File: src/rxfp_pkg.sv
// Shared types and constants for the receive frame parser.
// Payload structs for both channels, controller/datapath command and status
// structs, register indexes and register reset values. No dependencies.
package rxfp_pkg;

   // Register indexes on the csr_ port
   localparam logic [7:0] CSR_FRAME_HEADER = 8'd0;
   localparam logic [7:0] CSR_STATION_ID   = 8'd1;

   // Register reset values
   localparam logic [7:0]  FRAME_HEADER_RST = 8'hA5;
   localparam logic [15:0] STATION_ID_RST   = 16'd254;

   // Input item kinds
   localparam logic KIND_RX_BYTE = 1'b0;
   localparam logic KIND_TX_DONE = 1'b1;

   typedef struct packed {
      logic       kind;
      logic [7:0] rx_byte;
   } req_type;

   typedef struct packed {
      logic [15:0] frame_id;
      logic [6:0]  payload_len;
      logic [7:0]  data_byte;
      logic        data_valid;
      logic        last;
   } rsp_type;

   // Controller to datapath
   typedef struct packed {
      logic hunt_start;
      logic id_take;
      logic len_take;
      logic data_take;
      logic emit_start;
      logic emit_read;
      logic emit_next;
   } cmd_type;

   // Datapath to controller
   typedef struct packed {
      logic hdr_match;
      logic id_seen;
      logic len_zero;
      logic len_over;
      logic data_done;
      logic check_ok;
      logic emit_last;
   } status_type;

endpackage

File: src/rxfp_datapath.sv
// Datapath of the receive frame parser: config registers, running sum,
// frame fields, payload store and the emit read path.
// Depends on rxfp_pkg; driven by rxfp_ctrl through cmd_type.
module rxfp_datapath #(
   parameter int MAX_LEN = 64
) (
   input  logic                 clock,
   input  logic                 reset,
   input  logic [7:0]           rx_byte,
   input  logic                 csr_valid,
   input  logic [7:0]           csr_index,
   input  logic [15:0]          csr_wdata,
   input  rxfp_pkg::cmd_type    cmd,
   output rxfp_pkg::status_type status,
   output rxfp_pkg::rsp_type    rsp_data
);

   localparam int CW = $clog2(MAX_LEN + 1);
   localparam int AW = (MAX_LEN > 1) ? $clog2(MAX_LEN) : 1;

   logic [7:0]    header_ff;
   logic [15:0]   station_ff;
   logic [7:0]    sum_ff;
   logic [7:0]    sum_in;
   logic          seen_ff;
   logic [15:0]   ident_ff;
   logic [CW-1:0] len_ff;
   logic [CW-1:0] stored_ff;
   logic [CW-1:0] stored_inc;
   logic [CW-1:0] idx_ff;
   logic [CW-1:0] idx_inc;
   logic [7:0]    rd_data_ff;
   logic [7:0]    mem [MAX_LEN];

   // Configuration registers
   always_ff @(posedge clock) begin
      if (reset) begin
         header_ff  <= rxfp_pkg::FRAME_HEADER_RST;
         station_ff <= rxfp_pkg::STATION_ID_RST;
      end else if (csr_valid) begin
         case (csr_index)
            rxfp_pkg::CSR_FRAME_HEADER: header_ff  <= csr_wdata[7:0];
            rxfp_pkg::CSR_STATION_ID:   station_ff <= csr_wdata;
            default: ;
         endcase
      end
   end

   assign sum_in     = sum_ff + rx_byte;
   assign stored_inc = stored_ff + CW'(1);
   assign idx_inc    = idx_ff + CW'(1);

   // Frame field tracking
   always_ff @(posedge clock) begin
      if (reset) begin
         sum_ff    <= '0;
         seen_ff   <= 1'b0;
         ident_ff  <= '0;
         len_ff    <= '0;
         stored_ff <= '0;
         idx_ff    <= '0;
      end else begin
         if (cmd.hunt_start) begin
            sum_ff  <= rx_byte;
            seen_ff <= 1'b0;
         end
         if (cmd.id_take) begin
            sum_ff <= sum_in;
            if (!seen_ff) begin
               ident_ff <= {8'h00, rx_byte};
               seen_ff  <= 1'b1;
            end else begin
               ident_ff[15:8] <= rx_byte;
            end
         end
         if (cmd.len_take) begin
            sum_ff    <= sum_in;
            len_ff    <= CW'(rx_byte);
            stored_ff <= '0;
         end
         if (cmd.data_take) begin
            sum_ff    <= sum_in;
            stored_ff <= stored_inc;
         end
         if (cmd.emit_start) begin
            idx_ff <= '0;
         end
         if (cmd.emit_next) begin
            idx_ff <= idx_inc;
         end
      end
   end

   // Payload store: write on data beats, registered read while emitting
   always_ff @(posedge clock) begin
      if (cmd.data_take) begin
         mem[stored_ff[AW-1:0]] <= rx_byte;
      end
      if (cmd.emit_read) begin
         rd_data_ff <= mem[idx_ff[AW-1:0]];
      end
   end

   // Status back to the controller
   assign status.hdr_match = (rx_byte == header_ff);
   assign status.id_seen   = seen_ff;
   assign status.len_zero  = (rx_byte == 8'h00);
   assign status.len_over  = (rx_byte > 8'(MAX_LEN));
   assign status.data_done = (stored_inc >= len_ff);
   assign status.check_ok  = (rx_byte == sum_ff) && (ident_ff == station_ff);
   assign status.emit_last = (idx_inc >= len_ff);

   // Result beat
   assign rsp_data.frame_id    = ident_ff;
   assign rsp_data.payload_len = 7'(len_ff);
   assign rsp_data.data_valid  = (len_ff != '0);
   assign rsp_data.data_byte   = (len_ff != '0) ? rd_data_ff : 8'h00;
   assign rsp_data.last        = (idx_inc >= len_ff);

endmodule

File: src/rxfp_ctrl.sv
// Controller of the receive frame parser: parse phase state machine and
// emit sequencer. Depends on rxfp_pkg; drives rxfp_datapath via cmd_type.
module rxfp_ctrl (
   input  logic                 clock,
   input  logic                 reset,
   input  logic                 req_valid,
   input  logic                 req_kind,
   output logic                 req_ready,
   output logic                 rsp_valid,
   input  logic                 rsp_ready,
   input  rxfp_pkg::status_type status,
   output rxfp_pkg::cmd_type    cmd
);

   typedef enum logic [2:0] {
      ST_HUNT,
      ST_ID,
      ST_LEN,
      ST_DATA,
      ST_CHECK,
      ST_EMIT_RD,
      ST_EMIT_SHOW
   } state_type;

   state_type state_ff;
   state_type state_in;
   logic      rx_beat;

   assign req_ready = (state_ff != ST_EMIT_RD) && (state_ff != ST_EMIT_SHOW);
   assign rsp_valid = (state_ff == ST_EMIT_SHOW);
   assign rx_beat   = req_valid && req_ready && (req_kind == rxfp_pkg::KIND_RX_BYTE);

   // Next state and datapath commands
   always_comb begin
      state_in = state_ff;
      cmd      = '0;
      if (req_valid && req_ready && (req_kind == rxfp_pkg::KIND_TX_DONE)) begin
         state_in = ST_HUNT;
      end
      case (state_ff)
         ST_ID: begin
            if (rx_beat) begin
               cmd.id_take = 1'b1;
               if (status.id_seen) state_in = ST_LEN;
            end
         end
         ST_LEN: begin
            if (rx_beat) begin
               cmd.len_take = 1'b1;
               if (status.len_over)      state_in = ST_HUNT;
               else if (status.len_zero) state_in = ST_CHECK;
               else                      state_in = ST_DATA;
            end
         end
         ST_DATA: begin
            if (rx_beat) begin
               cmd.data_take = 1'b1;
               if (status.data_done) state_in = ST_CHECK;
            end
         end
         ST_CHECK: begin
            if (rx_beat) begin
               if (status.check_ok) begin
                  cmd.emit_start = 1'b1;
                  state_in       = ST_EMIT_RD;
               end else begin
                  state_in = ST_HUNT;
               end
            end
         end
         ST_EMIT_RD: begin
            cmd.emit_read = 1'b1;
            state_in      = ST_EMIT_SHOW;
         end
         ST_EMIT_SHOW: begin
            if (rsp_ready) begin
               if (status.emit_last) begin
                  state_in = ST_HUNT;
               end else begin
                  cmd.emit_next = 1'b1;
                  state_in      = ST_EMIT_RD;
               end
            end
         end
         default: begin
            if (rx_beat && status.hdr_match) begin
               cmd.hunt_start = 1'b1;
               state_in       = ST_ID;
            end
         end
      endcase
   end

   // Hold state
   always_ff @(posedge clock) begin
      if (reset) begin
         state_ff <= ST_HUNT;
      end else begin
         state_ff <= state_in;
      end
   end

   // Input is held off for the whole of an emit run
   a_no_overlap: assert property (@(posedge clock) disable iff (reset)
      !(rsp_valid && req_ready))
      else $error("input accepted while a result is pending");

   // A store read is always followed by a result beat
   a_read_then_show: assert property (@(posedge clock) disable iff (reset)
      cmd.emit_read |=> rsp_valid)
      else $error("store read not followed by a result");

   // At most one datapath command per cycle
   a_cmd_onehot: assert property (@(posedge clock) disable iff (reset)
      $onehot0(cmd))
      else $error("conflicting datapath commands");

endmodule

File: src/rx_frame_parser_sum8_id_filter_core.sv
// Top level of the receive frame parser with 8-bit sum check and id filter.
// Depends on rxfp_pkg; instantiates rxfp_ctrl and rxfp_datapath.
//
// Usage:
//   req_ channel: one beat per received line byte (kind 0) or a transmit
//   finished marker (kind 1) that sends the parser back to header hunt.
//   Frames are header, id low, id high, length, payload, checksum.
//   rsp_ channel: for a frame whose checksum and id match, one beat per
//   payload byte (last marked), or one beat without data for an empty frame.
//   csr_ channel: index 0 writes the header byte, 1 the station id;
//   csr_ready is always high, other indexes are dropped.
// Data flow:
//   While parsing, one input beat is taken every cycle. After an accepted
//   checksum byte, the payload is read out of the store byte by byte: for
//   each byte a registered store read, then the result beat. req_ready
//   stays low for the whole emit run, and a stalled rsp_ready simply holds
//   the current beat.
// Reset: synchronous, clears the parser to header hunt and restores the
//   register defaults (header 0xA5, station id 254).
module rx_frame_parser_sum8_id_filter_core #(
   parameter int MAX_LEN = 64
) (
   input  logic              clock,
   input  logic              reset,
   input  logic              req_valid,
   output logic              req_ready,
   input  rxfp_pkg::req_type req_data,
   output logic              rsp_valid,
   input  logic              rsp_ready,
   output rxfp_pkg::rsp_type rsp_data,
   input  logic              csr_valid,
   output logic              csr_ready,
   input  logic [7:0]        csr_index,
   input  logic [15:0]       csr_wdata
);

   rxfp_pkg::cmd_type    cmd;
   rxfp_pkg::status_type status;

   assign csr_ready = 1'b1;

   rxfp_ctrl u_ctrl (
      .clock     (clock),
      .reset     (reset),
      .req_valid (req_valid),
      .req_kind  (req_data.kind),
      .req_ready (req_ready),
      .rsp_valid (rsp_valid),
      .rsp_ready (rsp_ready),
      .status    (status),
      .cmd       (cmd)
   );

   rxfp_datapath #(
      .MAX_LEN (MAX_LEN)
   ) u_datapath (
      .clock     (clock),
      .reset     (reset),
      .rx_byte   (req_data.rx_byte),
      .csr_valid (csr_valid),
      .csr_index (csr_index),
      .csr_wdata (csr_wdata),
      .cmd       (cmd),
      .status    (status),
      .rsp_data  (rsp_data)
   );

endmodule
File: config.mk
export PLATFORM = sky130hd
export DESIGN_NAME = rx_frame_parser_sum8_id_filter_core
export DESIGN_NICKNAME = d
export VERILOG_FILES = /design/src/rxfp_pkg.sv /design/src/rxfp_datapath.sv /design/src/rxfp_ctrl.sv /design/src/rx_frame_parser_sum8_id_filter_core.sv
export SDC_FILE = /design/constraint.sdc
export NUM_CORES = 1
export LEC_CHECK = 0
export BUFFER_PORTS_ARGS = -buffer_cell sky130_fd_sc_hd__buf_2
export CAP_MARGIN = 0
export CORE_UTILIZATION = 65
export DETAILED_ROUTE_END_ITERATION = 8
export GPL_TIMING_DRIVEN = 0
export PLACE_DENSITY = 0.86
export SLEW_MARGIN = 25
export SYNTH_ARGS = -nofsm -noshare
export SYNTH_HDL_FRONTEND = slang
export SYNTH_HIERARCHICAL = 1
export SYNTH_SLANG_ARGS = --single-unit
File: constraint.sdc
create_clock -name clock -period 10.15 [get_ports clock]
set_input_delay 3.045 -clock clock [delete_from_list [all_inputs] [get_ports clock]]
set_output_delay 3.045 -clock clock [all_outputs]
set_load 0.02 [all_outputs]
==> results, run 1 <==
- For this run, the register share of the synthesized area comes to 69.89%.
- The hold-fix buffer count after cts is 0.
- Walking the worst path, the cells encountered are buf_2 > clkbuf_1 > nand2_1 > nor2_1 > xor2_1 > ha_1 > nand2_1 > o31ai_1 > buf_2.
- Clock skew on the completed layout was measured at 0.01512 ns.
- The reported leakage power is 0.008707 µW.
- The number of placed instances, taps included is 1980.
- In the final routing, the length of wire on met1 measures 21300 µm.
- Gates resized during post-CTS repair numbered 0.
- Global routing used 33.68% of the available tracks.
- Among cell families on the critical path, the largest total delay comes from buffers and inverters.
- In the synthesized netlist the async set-or-reset flop fraction comes to 0%.
- The share of synthesized area in the top cell type comes to 63.90%.
- The worst hold path startpoint is u_datapath/ident_ff[2].
- The maximum vdd drop is 0.1768 mV.
- Setup repair after global routing left no endpoint under its margin.
- After clock tree synthesis, the clock-pin slew on the worst setup and hold paths is 0.06 ns.
- The total CTS buffers is 56.
- The endpoint class of the critical path is a primary output.
- The total inserted antenna cells is 0.
- Derived from the worst setup path, the maximum achievable clock frequency is 149.3 MHz.
- Of all nets on the critical path, the largest fanout is 10.
- The initial core utilization is 66.43%.
- Leaving out fill and tap cells, the most frequent cell in the layout is sky130_fd_sc_hd__edfxtp_1.
- The timing startpoint of the critical path is u_datapath/idx_ff[3].
- The global-route wire length before repair is 92330 µm.
- Summed over all nets, wire length on met3 after detailed routing comes to 8406 µm.
- The fraction of final layout cells sized beyond drive strength 1 is 20.07%.
- The area of all placed cells without fillers is 27190 µm².
- The number of global-route vias before repair is 14561.
- Summed over all instances, the cell type with the most area after synthesis is sky130_fd_sc_hd__edfxtp_1.
- The critical path crosses 9 cells after its start point.
- After detailed routing, the number of remaining DRC violations is 0.
- The area growth from synthesis to final layout is 11.29%.
- In this run the critical register-to-register path is launched from u_datapath/idx_ff[3].
- The part of the cycle the worst path needs is 66.01%.
- The highest routing layer actually used is met4.
- The final design utilization is 73.92%.
- The count of endpoints failing hold in the final timing report is 0.
- The total overflow left after global routing is 0.
- The count of cells in the finished layout, fillers not included, comes to 2082.
- The number of sinks driven by the clock tree is 593.
- For this design the top-level I/O count stands at 74.
- In the final routed layout, each cell accounts on average for 30.23 µm.
- The logic depth of the worst register-to-register path is 15.
- The worst path needs 6.700 ns of the cycle, external delays included.
- The first-pass iteration count of the detailed router is 6.
- The arrival time at the worst endpoint is 3.65 ns.
- The most used flip-flop cell after synthesis is sky130_fd_sc_hd__edfxtp_1.
- Counting every net in the synthesized netlist gives 1503.
- The pin slew with the least headroom to its limit is 1.073 ns.
- The number of pins exceeding their max-slew limit in the final report is 0.
- For this run, the slowest stage of the critical path takes 0.83 ns.
- The post-synthesis cell area is 24430 µm².
- The number of levels the H-tree was split into is 2.
- The average instance area after synthesis is 16.96 µm².
- The clock insertion delay at the later pin of the skew report is 0.61 ns.
- In this run the remaining antenna-violating nets after routing total 0.
- The final routed wirelength across all metal layers is 62940 µm.
- In this run, synthesis produced a sequential element count of 593.
- In this run the worst hold path is classified as flip-flop to flip-flop.
- Summing all placed instances gives a cell area of 25390 µm².
- The number of fillers in the final layout is 2049.
- The buffer type at the clock tree root is sky130_fd_sc_hd__clkbuf_16.
- The largest net degree at the start of global routing is 72.
- In the synthesized netlist, the number of instances is 1441.
- The headroom to the max-slew limit is 28.44%.
- Summed over all nets, wire length on met2 after detailed routing comes to 29890 µm.
- Dividing total power by cell area gives a power density of 175.9 nW/µm².
- The number of buffers on the longest clock path is 3.
- Sorting the synthesized cells by area gives the leading types as sky130_fd_sc_hd__edfxtp_1 (64%), sky130_fd_sc_hd__mux4_2 (12%), sky130_fd_sc_hd__dfxtp_1 (6.0%), sky130_fd_sc_hd__nor2_1 (2.0%), sky130_fd_sc_hd__mux2i_1 (1.9%).
- In the layout the commonest cells are sky130_fd_sc_hd__edfxtp_1 (520), sky130_fd_sc_hd__nor2_1 (131), sky130_fd_sc_hd__mux4_2 (127).
- The critical path startpoint category is a flip-flop.
- The number of I/O port buffers is 71.
- The worst setup path is of the flip-flop to primary output kind.
- The number of setup buffers added after CTS is 0.
- The estimated wirelength of the detail-placed design is 37500 µm.
- The region available for standard cell placement spans 36790 µm².
- The flow ran to the end, and the final reports show no timing, DRC or antenna violations.
- The initial antenna violation count was 0.
- The overall via count from detail_route is 14762.
- The clock tree from TritonCTS is done.
- From left edge to right edge, the die measures 195.9 µm.
- For the worst setup path, the data required time is 7.11 ns.
- The die covers 38370 µm².
- The global placer's final weighted congestion is 0.9340.
- The highest-delay cell along the critical path is sky130_fd_sc_hd__clkbuf_1.
- The number of vias per cell after detailed routing is 7.090.
- The tool flagged a number of max-cap violations equal to 0.
- The final number of setup-violating endpoints is 0.
- Yosys printed 6 warnings.
- The worst hold path passes through 2 cells.
- Yosys mapped the design onto 58 distinct sky130hd cell types.
- In this run, the number of DRC markers left after iteration 0 of detailed routing was 1977.
- The total negative slack is 0 ns.
- The number of buffers and inverters on the critical path is 3.
- The floorplan has 70 rows.
- The die height is 195.9 µm.
- The final net count is 1632.
- The number of enable-type register cells in the synthesized netlist is 520.
## area by class of cell
type / count / area, µm² / share of cell area [%]
Clock buffer: 69 / 1471 / 5.411
Multi-Input combinational cell: 734 / 6768 / 24.89
Sequential cell: 593 / 17080 / 62.80
Timing Repair Buffer: 71 / 375.4 / 1.380
Buffer: 90 / 508.0 / 1.868
Tap cell: 468 / 585.6 / 2.153
Clock inverter: 33 / 317.8 / 1.169
Inverter: 24 / 90.09 / 0.3313
## registers in the layout, summed over array words and instances, names as in the netlist
name and cells:
u_datapath/header_ff 8, u_datapath/ident_ff 16, u_ctrl/state_ff 3, u_datapath/len_ff 7, u_datapath/idx_ff 7, u_datapath/stored_ff 7, u_datapath/seen_ff 1, u_datapath/station_ff 16
u_datapath/rd_data_ff 8, u_datapath/mem 512, u_datapath/sum_ff 8
## Yosys cell counts (12+ instances only)
cell type                  instances
sky130_fd_sc_hd__mux2i_1          47
sky130_fd_sc_hd__a211o_1          13
sky130_fd_sc_hd__edfxtp_1        520
sky130_fd_sc_hd__a21oi_1          68
sky130_fd_sc_hd__xor2_1           12
sky130_fd_sc_hd__ha_1             23
sky130_fd_sc_hd__buf_6            12
sky130_fd_sc_hd__nor2_1          133
sky130_fd_sc_hd__buf_2            16
sky130_fd_sc_hd__o22ai_1          14
sky130_fd_sc_hd__xnor2_1          26
sky130_fd_sc_hd__mux4_2          127
sky130_fd_sc_hd__nand2_1          45
sky130_fd_sc_hd__clkbuf_1         45
sky130_fd_sc_hd__nor2b_1          21
sky130_fd_sc_hd__nand3_1          23
sky130_fd_sc_hd__dfxtp_1          73
sky130_fd_sc_hd__nand2b_1         19
sky130_fd_sc_hd__inv_1            24
## per-layer routing
metal,GRT usage [%],vias up
met5,0,-
met4,16.90,0
met3,8.131,255
met2,53.01,1288
met1,44.58,7276
li1,-,5943
## worst min-delay path: stages (launching register included)
cell and delay, ns:
sky130_fd_sc_hd__dfxtp_1 0.32, sky130_fd_sc_hd__nand2_1 0.06, sky130_fd_sc_hd__a21oi_1 0.06
## per-stage QoR
step	power (µW)	worst slack, ns	hold slack, ns
3_3_place_gp	2762	2.497	0.4638
5_1_grt	4886	3.315	0.5169
2_1_floorplan	2716	4.614	0.4559
6_report	4784	3.450	0.4838
3_5_place_dp	2766	2.724	0.4735
4_1_cts	4799	3.372	0.4881
## power by group
part	internal [µW]	switching, µW
Clock	1180	890
Combinational	12.3	54.2
Sequential	2650	0.150
Total	3840	944
## final timing paths
path,slack [ns],to
max reg2reg,5.87,u_datapath/idx_ff[5]
min,0.48,u_datapath/ident_ff[2]
max,3.45,rsp_data[0]
min reg2reg,0.48,u_datapath/ident_ff[2]
## cell families (layout without fill, tap and decap cells)
| family | after synthesis | count (layout) | share of synthesized area, % |
|---|---|---|---|
| fa+ha+maj | 24 | 24 | 1.260 |
| compound gates | 184 | 184 | 5.028 |
| mux | 175 | 175 | 13.74 |
| xor+xnor | 38 | 38 | 1.362 |
| other cells | 1 | 1 | 0.01535 |
| buf+inv | 114 | 287 | 2.437 |
| flops | 593 | 593 | 69.89 |
| simple gates | 312 | 312 | 6.273 |
(Power assumes the default switching activity.)
==> run 2, diff against run 1 <==
- CORE_UTILIZATION: 65 -> 56
- PLACE_DENSITY: 0.86 -> 0.79
- clock period: 10.15 -> 5.7 ns (I/O delays scaled with it)
==> run 2 against run 1 <==
Combinational power is 76% higher. Hold slack gained 0.011 ns. Final cell count increased by 5.4%. Largest cell class unchanged. Utilization fell by 11 points. Global-route usage decreased by 6.4 points. Highest routed layer unchanged. Design area up 0.46%. Non-clock buffer count up 1. Critical endpoint is now u_datapath/idx_ff[3]. Critical path depth up 3. Clock skew increased by 0.0019 ns. Via count decreased by 3.4%. Sequential share of layout area shrank 0.28 points.
==> results, run 2 (synthesized netlist as in run 1, its figures left out) <==
- The part of the total power dissipated in sequential elements is 56.2%.
- The number of setup buffers added after CTS is 0.
- At the pin with the least slew margin, the transition time is 1.167 ns.
- The arrival time at the worst endpoint is 5.95 ns.
- In this run the power density over the cells is 307.2 nW/µm².
- The class of the tightest hold or removal check is flip-flop to flip-flop.
- From synthesis to final layout, the design area changed by 11.79%.
- The total net switching power is 1666 µW.
- The part of the cycle the worst path needs is 95.88%.
- Across the routed clock network, the largest skew measured is 0.01704 ns.
- TritonCTS built the clock tree.
- The detail route stage leaves a number of antenna-violating nets equal to 0.
- The largest net degree at the start of global routing is 72.
- In this run the clock root is driven by a sky130_fd_sc_hd__clkbuf_16.
- The die height is 210.9 µm.
- The reported leakage power is 0.008692 µW.
- For this configuration, the core starts out at a cell density of 56.72%.
- Clock latency on the worst-skew pair, taken at its later pin, is 0.62 ns.
- The worst setup slack after placement is -0.4570 ns.
- In this run the horizontal extent of the chip is 210.9 µm.
- The combinational fraction of design power is 1.4%.
- The global-route wire length before repair is 87290 µm.
- The area enclosed by the die boundary is 44470 µm².
- STA puts the critical path data required time at 6.18 ns.
- After detailed routing, the average wire length per cell comes to 27.05 µm.
- The post-CTS clock slew at the launch and capture registers of the worst setup and hold paths is 0.07 ns.
- The overall overflow remaining after global route is 0.
- The internal power is 6726 µW.
- The first-pass iteration count of the detailed router is 5.
- The number of top-level design ports is 74.
- Headroom to the max-slew limit came out at 22.20%.
- The fraction of power spent switching nets is 19.86%.
- Of all nets on the critical path, the largest fanout is 71.
- The leading cell type in the layout, fill and taps excluded is sky130_fd_sc_hd__edfxtp_1.
- The endpoint class of the critical path is a flip-flop.
- The number of pins exceeding their max-slew limit in the final report is 0.
- The number of standard cells in the final layout excluding fillers is 2195.
- Setup repair after global routing left no endpoint under its margin.
- Gates resized during post-CTS repair numbered 0.
- The remaining routing DRC violations is 0.
- The count of endpoints failing hold in the final timing report is 0.
- Setup slack closes at 0.2346 ns.
- The number of vias per cell after detailed routing is 6.495.
- The max-capacitance violation count is 0.
- The worst-case hold slack is 0.4943 ns.
- The number of standard-cell rows in the floorplan is 76.
- The final number of setup-violating endpoints is 0.
- The run finished with clean final reports.
- The design draws 8392 µW.
- The worst setup path is launched from a primary input.
- After filler insertion, the fill cell instance count of the layout stands at 2886.
- Wires add up to 59380 µm.
- Static timing analysis puts the maximum clock frequency at 183.0 MHz.
- The clock drives 593 sinks.
- The number of placed instances, taps included is 2097.
- The global placer's final weighted congestion is 0.8784.
- The routed layout has 14256 vias.
- The total inserted antenna cells is 0.
- The H-tree was split into 2 levels.
- The register with the most flip-flops in the layout has 512 of them.
- The wire-length estimate of the detail-placed layout is 36560 µm.
- During placement, the flow inserted port buffers numbering 71.
- Buffers inserted during clock tree synthesis total 55.
- The number of buffers on the longest clock path is 3.
- The part of the power in the clock network is 42.4%.
- The class of the most critical setup path is primary input to flip-flop.
- The fraction of final layout cells sized beyond drive strength 1 is 20.56%.
- Global routing used 27.26% of the available tracks.
- The floorplan core area is 43080 µm².
- The minimum clock period is 5.465 ns.
- The final layout contains 1632 nets.
- The violation count after the first detailed-route iteration is 1586.
- Buffers inserted to repair hold after CTS numbered 0.
- The initial antenna violation count came to 0.
- The top cell types in the final layout, fill and taps aside, are sky130_fd_sc_hd__edfxtp_1 (520), sky130_fd_sc_hd__nor2_1 (131), sky130_fd_sc_hd__mux4_2 (127).
- The number of global-route vias before repair is 14165.
- The maximum vdd drop is 0.2553 mV.
==> run 2: cell types whose count changed in the layout (fill, tap and decap cells not counted), moves of 2 or more <==
cell / delta
sky130_fd_sc_hd__inv_6: -3
sky130_fd_sc_hd__clkinvlp_2: +3
sky130_fd_sc_hd__clkinv_8: +2
sky130_fd_sc_hd__clkinv_2: +2
sky130_fd_sc_hd__bufinv_16: -4
sky130_fd_sc_hd__clkbuf_8: +7
sky130_fd_sc_hd__clkinv_1: -12
==> run 2: metal layers <==
layer  part of all wire [%]  up-vias  GRT usage (%)
met5                      0        -              0
met4                    4.4        0          11.64
met3                     12      178          6.809
met2                     47      970          42.92
met1                     37     7155          36.53
li1                       -     5953              -
==> run 2: final timing paths <==
kind | from | endpoint | slack, ns | depth (start not counted)
setup / recovery | req_data[5] | u_datapath/idx_ff[3] | 0.23 | 12
hold / removal | u_datapath/station_ff[4] | u_datapath/station_ff[4] | 0.49 | 1
setup reg to reg | u_datapath/idx_ff[3] | u_datapath/idx_ff[3] | 1.39 | 15
hold reg to reg | u_datapath/station_ff[4] | u_datapath/station_ff[4] | 0.49 | 1
==> run 2: area by class of cell <==
cell class	count	area [µm²]	share of cell area, %
plain buffers	90	506.7	1.855
clock buffers	75	1543	5.648
clock inverters	22	214.0	0.7833
inverters	24	90.09	0.3298
multi-input cells	734	6768	24.78
flip-flops and latches	593	17080	62.51
well taps	585	732.0	2.680
repair buffers	72	386.6	1.415
==> run 2: metrics by stage <==
step | cell area (µm²) | setup TNS [ns] | util, %
floorplan | 24430 | 0 | -
global placement | 25520 | -3.147 | 59.25
detailed placement | 25540 | -2.296 | 59.30
CTS | 27300 | 0 | 63.38
global route | 27320 | 0 | 63.41
finish | 27320 | 0 | 63.41
==> run 2: power groups by stage <==
stage / registers [µW] / logic (µW) / clock network (µW)
3_5_place_dp: 4810 / 118 / 0
5_1_grt: 4710 / 126 / 3750
4_1_cts: 4720 / 117 / 3610
3_3_place_gp: 4810 / 110 / 0
2_1_floorplan: 4810 / 27.1 / 0
6_report: 4720 / 117 / 3560
==> run 2: worst max-delay path: stages <==
cell and delay (ns):
sky130_fd_sc_hd__buf_4 0.59, sky130_fd_sc_hd__ha_1 0.42, sky130_fd_sc_hd__or4_1 0.53, sky130_fd_sc_hd__nor4_1 0.40, sky130_fd_sc_hd__nand4_1 0.16, sky130_fd_sc_hd__nor4_1 0.85, sky130_fd_sc_hd__nand2_1 0.11, sky130_fd_sc_hd__nor4_1 0.53
sky130_fd_sc_hd__nor2_1 0.22, sky130_fd_sc_hd__a21o_1 0.21, sky130_fd_sc_hd__a21oi_1 0.13, sky130_fd_sc_hd__nor2_1 0.05
==> run 3, diff against run 2 <==
- BUFFER_PORTS_ARGS: -buffer_cell sky130_fd_sc_hd__buf_2 -> -buffer_cell sky130_fd_sc_hd__buf_4
==> run 3 against run 2 <==
Via count is 0.82% lower. Design area is 0.57% higher. Critical path type unchanged. Critical endpoint is now u_datapath/idx_ff[4]. Clock power hardly changed. Hold slack better by 0.0031 ns. Largest cell class unchanged. Count of clock-buffer cells in the layout is 2 lower.
==> results, run 3 (synthesized netlist as in run 1, its figures left out) <==
- After the last flow step, the layout net total stands at 1632.
- The number of buffer and inverter stages on the critical path is 1.
- 74 I/O pins were placed.
- The worst setup path is launched from a primary input.
- CTS built an H-tree with a depth of 2.
- Buffers placed on the I/O ports in this run total 71.
- After layout, the worst path uses 96.18% of the clock period.
- After detailed routing, the average wire length per cell comes to 26.96 µm.
- The remaining routing DRC violations is 0.
- Traced cell by cell, the critical path runs through buf_4 > ha_1 > or4_1 > nor4_1 > nand4_1 > nor4_1 > nand2_1 > nor4_1 > nor2_1 > a21o_1 > a21oi_1 > nor2_1.
- In the final layout, flip-flops and latches occupy 17080 µm².
- The final routed wirelength across all metal layers is 59280 µm.
- The cell class contributing the biggest share of worst-path delay is simple AND/OR/NAND/NOR gates.
- The peak per-stage delay on the critical path is 0.81 ns.
- The number of standard-cell rows in the floorplan is 76.
- The floorplan core area is 43080 µm².
- For the worst setup path, the data required time is 6.18 ns.
- The largest individual stage delay along the critical path comes from the cell sky130_fd_sc_hd__nor4_1.
- The worst setup path is of the primary input to flip-flop kind.
- Compared with the post-synthesis result, the final layout area differs by 12.43%.
- The hold-fix buffer count after cts is 0.
- After detailed routing, the number of vias per cell comes to 6.430.
- The estimated wirelength of the detail-placed design is 36840 µm.
- The total negative slack is 0 ns.
- The register with the most flip-flops in the layout has 512 of them.
- The overall overflow remaining after global route is 0.
- The most critical setup path has its endpoint at u_datapath/idx_ff[4].
- The multi-input logic area is 6768 µm².
- The post-CTS clock slew at the launch and capture registers of the worst setup and hold paths is 0.06 ns.
- The maximum fanout along the worst path is 71.
- The number of standard cells in the final layout excluding fillers is 2199.
- The filler cells instantiated in the layout total 2919.
- The clock network is responsible for 42.4% of the overall power.
- The headroom to the max-slew limit is 20.22%.
- The first-pass iteration count of the detailed router is 6.
- The critical path depth in cells is 12.
- Counting cells, the worst reg-to-reg path comes to 15.
- The clock passes through at most 3 buffers.
- The horizontal die dimension is 210.9 µm.
- Sequential cells account for 56.1% of the total power.
- The area enclosed by the die boundary is 44470 µm².
- At the end of the flow the core is filled with cells to 63.78%.
- The post-route antenna net violation count is 0.
- The combinational fraction of design power is 1.5%.
- The internal portion of the total power is 6757 µW.
- The clock tree from TritonCTS is done.
- Gates resized during post-CTS repair numbered 0.
- In this design, the critical path's most frequently occurring cell is sky130_fd_sc_hd__nor4_1.
- Before CTS, the worst setup slack after placement is -0.4119 ns.
- The maximum achievable frequency is 182.4 MHz.
- Across all register-to-register paths, the minimum setup slack is 1.41 ns.
- The fraction of power spent switching nets is 19.61%.
- The placement-stage cell area is 25700 µm².
- Setup violations remaining at the end of the flow were counted as 0.
- The total net switching power is 1648 µW.
- The endpoint of the worst register-to-register path is u_datapath/idx_ff[4].
- In the final layout, the share of cells above drive strength 1 is 20.01%.
- The library cell used most frequently in the layout, excluding fill and tap cells, is sky130_fd_sc_hd__edfxtp_1.
- Across the run, the number of max-cap violations was 0.
- The die height is 210.9 µm.
- The reported leakage power is 0.008721 µW.
- The total CTS buffers is 56.
- The overall via count from detail_route is 14139.
- The total inserted antenna cells is 0.
- The buffer type at the clock tree root is sky130_fd_sc_hd__clkbuf_16.
- Setup repair after global routing left no endpoint under its margin.
- The arrival time at the worst endpoint is 5.96 ns.
- The worst-case IR drop observed on VDD is 0.2530 mV.
- Setup slack closes at 0.2180 ns.
- The worst reg2reg path startpoint is u_datapath/idx_ff[3].
- For this configuration, the core starts out at a cell density of 56.72%.
- The minimum clock period is 5.482 ns.
- The number of placed instances, taps included is 2097.
- The global-route wire length before repair is 87910 µm.
- The number of pins exceeding their max-slew limit in the final report is 0.
- The count of endpoints failing hold in the final timing report is 0.
- After the first detailed-routing iteration, the DRC count stood at 1571.
- The total power density per cell area is 305.9 nW/µm².
- The flow ran to the end, and the final reports show no timing, DRC or antenna violations.
- The timing startpoint of the critical path is req_data[5].
- In the layout the commonest cells are sky130_fd_sc_hd__edfxtp_1 (520), sky130_fd_sc_hd__nor2_1 (131), sky130_fd_sc_hd__mux4_2 (127).
- Summing all non-filler instances in the final layout gives an area of 27470 µm².
- The global placer's final weighted congestion is 0.9058.
- The clock insertion delay at the later pin of the skew report is 0.62 ns.
- The pin slew with the least headroom to its limit is 1.197 ns.
- The endpoint class of the critical path is a flip-flop.
- The global routing usage summed across all routing layers is 27.44%.
- The clock arrives with 0.01629 ns of skew.
- The initial antenna violation count was 0.
- For this design, the sink count on the clock tree is 593.
- Entering global routing, the biggest net connects 72 pins.
- The worst hold path belongs to the class flip-flop to flip-flop.
- After clock tree synthesis, the setup repair step added 0 buffers.
- The number of global-route vias before repair is 14201.
-- run 3: cell count changes in the layout (fill, tap and decap cells not counted), sizes merged --
| cell | change |
|---|---|
| clkinv | +8 |
| buf | -1 |
| bufinv | +1 |
| clkinvlp | -4 |
| clkbuf | -2 |
| inv | +2 |
-- run 3: power by group through the flow --
stage                     clock [µW]  combinational [µW]  sequential, µW
after floorplan                    0                27.1            4810
after global placement             0                 117            4810
after detailed placement           0                 124            4810
after CTS                       3620                 124            4720
after global routing            3780                 133            4710
final                           3570                 123            4720
-- run 3: layout make-up --
| class | instances | area share [%] |
|---|---|---|
| Clock inverter | 29 | 0.8972 |
| Timing Repair Buffer | 71 | 1.940 |
| Clock buffer | 73 | 5.534 |
| Buffer | 90 | 1.845 |
| Inverter | 24 | 0.3279 |
| Sequential cell | 593 | 62.16 |
| Tap cell | 585 | 2.664 |
| Multi-Input combinational cell | 734 | 24.63 |
-- run 3: worst register-to-register path, delay by kind of cell (launching register included) --
family | cells | cell delay (ns)
compound gates | 2 | 0.17
xor+xnor | 1 | 0.29
fa+ha+maj | 1 | 0.29
buf+inv | 4 | 1.74
flops | 1 | 0.37
simple gates | 7 | 1.37
-- run 3: worst min-delay path by stage --
stage	from	end	slack, ns	cells past startpoint
final	u_datapath/idx_ff[6]	u_datapath/idx_ff[6]	0.50	2
after CTS	u_datapath/ident_ff[3]	u_datapath/ident_ff[3]	0.50	2
after global routing	u_datapath/station_ff[4]	u_datapath/station_ff[4]	0.52	1
after floorplan	u_datapath/station_ff[2]	u_datapath/station_ff[2]	0.46	1
after detailed placement	u_datapath/station_ff[4]	u_datapath/station_ff[4]	0.48	1
after global placement	u_datapath/ident_ff[0]	u_datapath/ident_ff[0]	0.48	2
-- run 3: stage by stage --
| stage | power (µW) | hold slack (ns) |
|---|---|---|
| global route | 8626 | 0.5198 |
| detailed placement | 4932 | 0.4846 |
| finish | 8405 | 0.4973 |
| CTS | 8461 | 0.5010 |
| floorplan | 4836 | 0.4559 |
| global placement | 4925 | 0.4750 |
-- run 3: per-layer routing --
layer / wire length (µm) / up-vias / global-route usage, %
met2: 28050 / 902 / 43.36
met1: 22050 / 7142 / 36.63
li1: - / 5934 / -
met4: 2429 / 0 / 11.47
met5: 0 / - / 0
met3: 6751 / 161 / 6.988
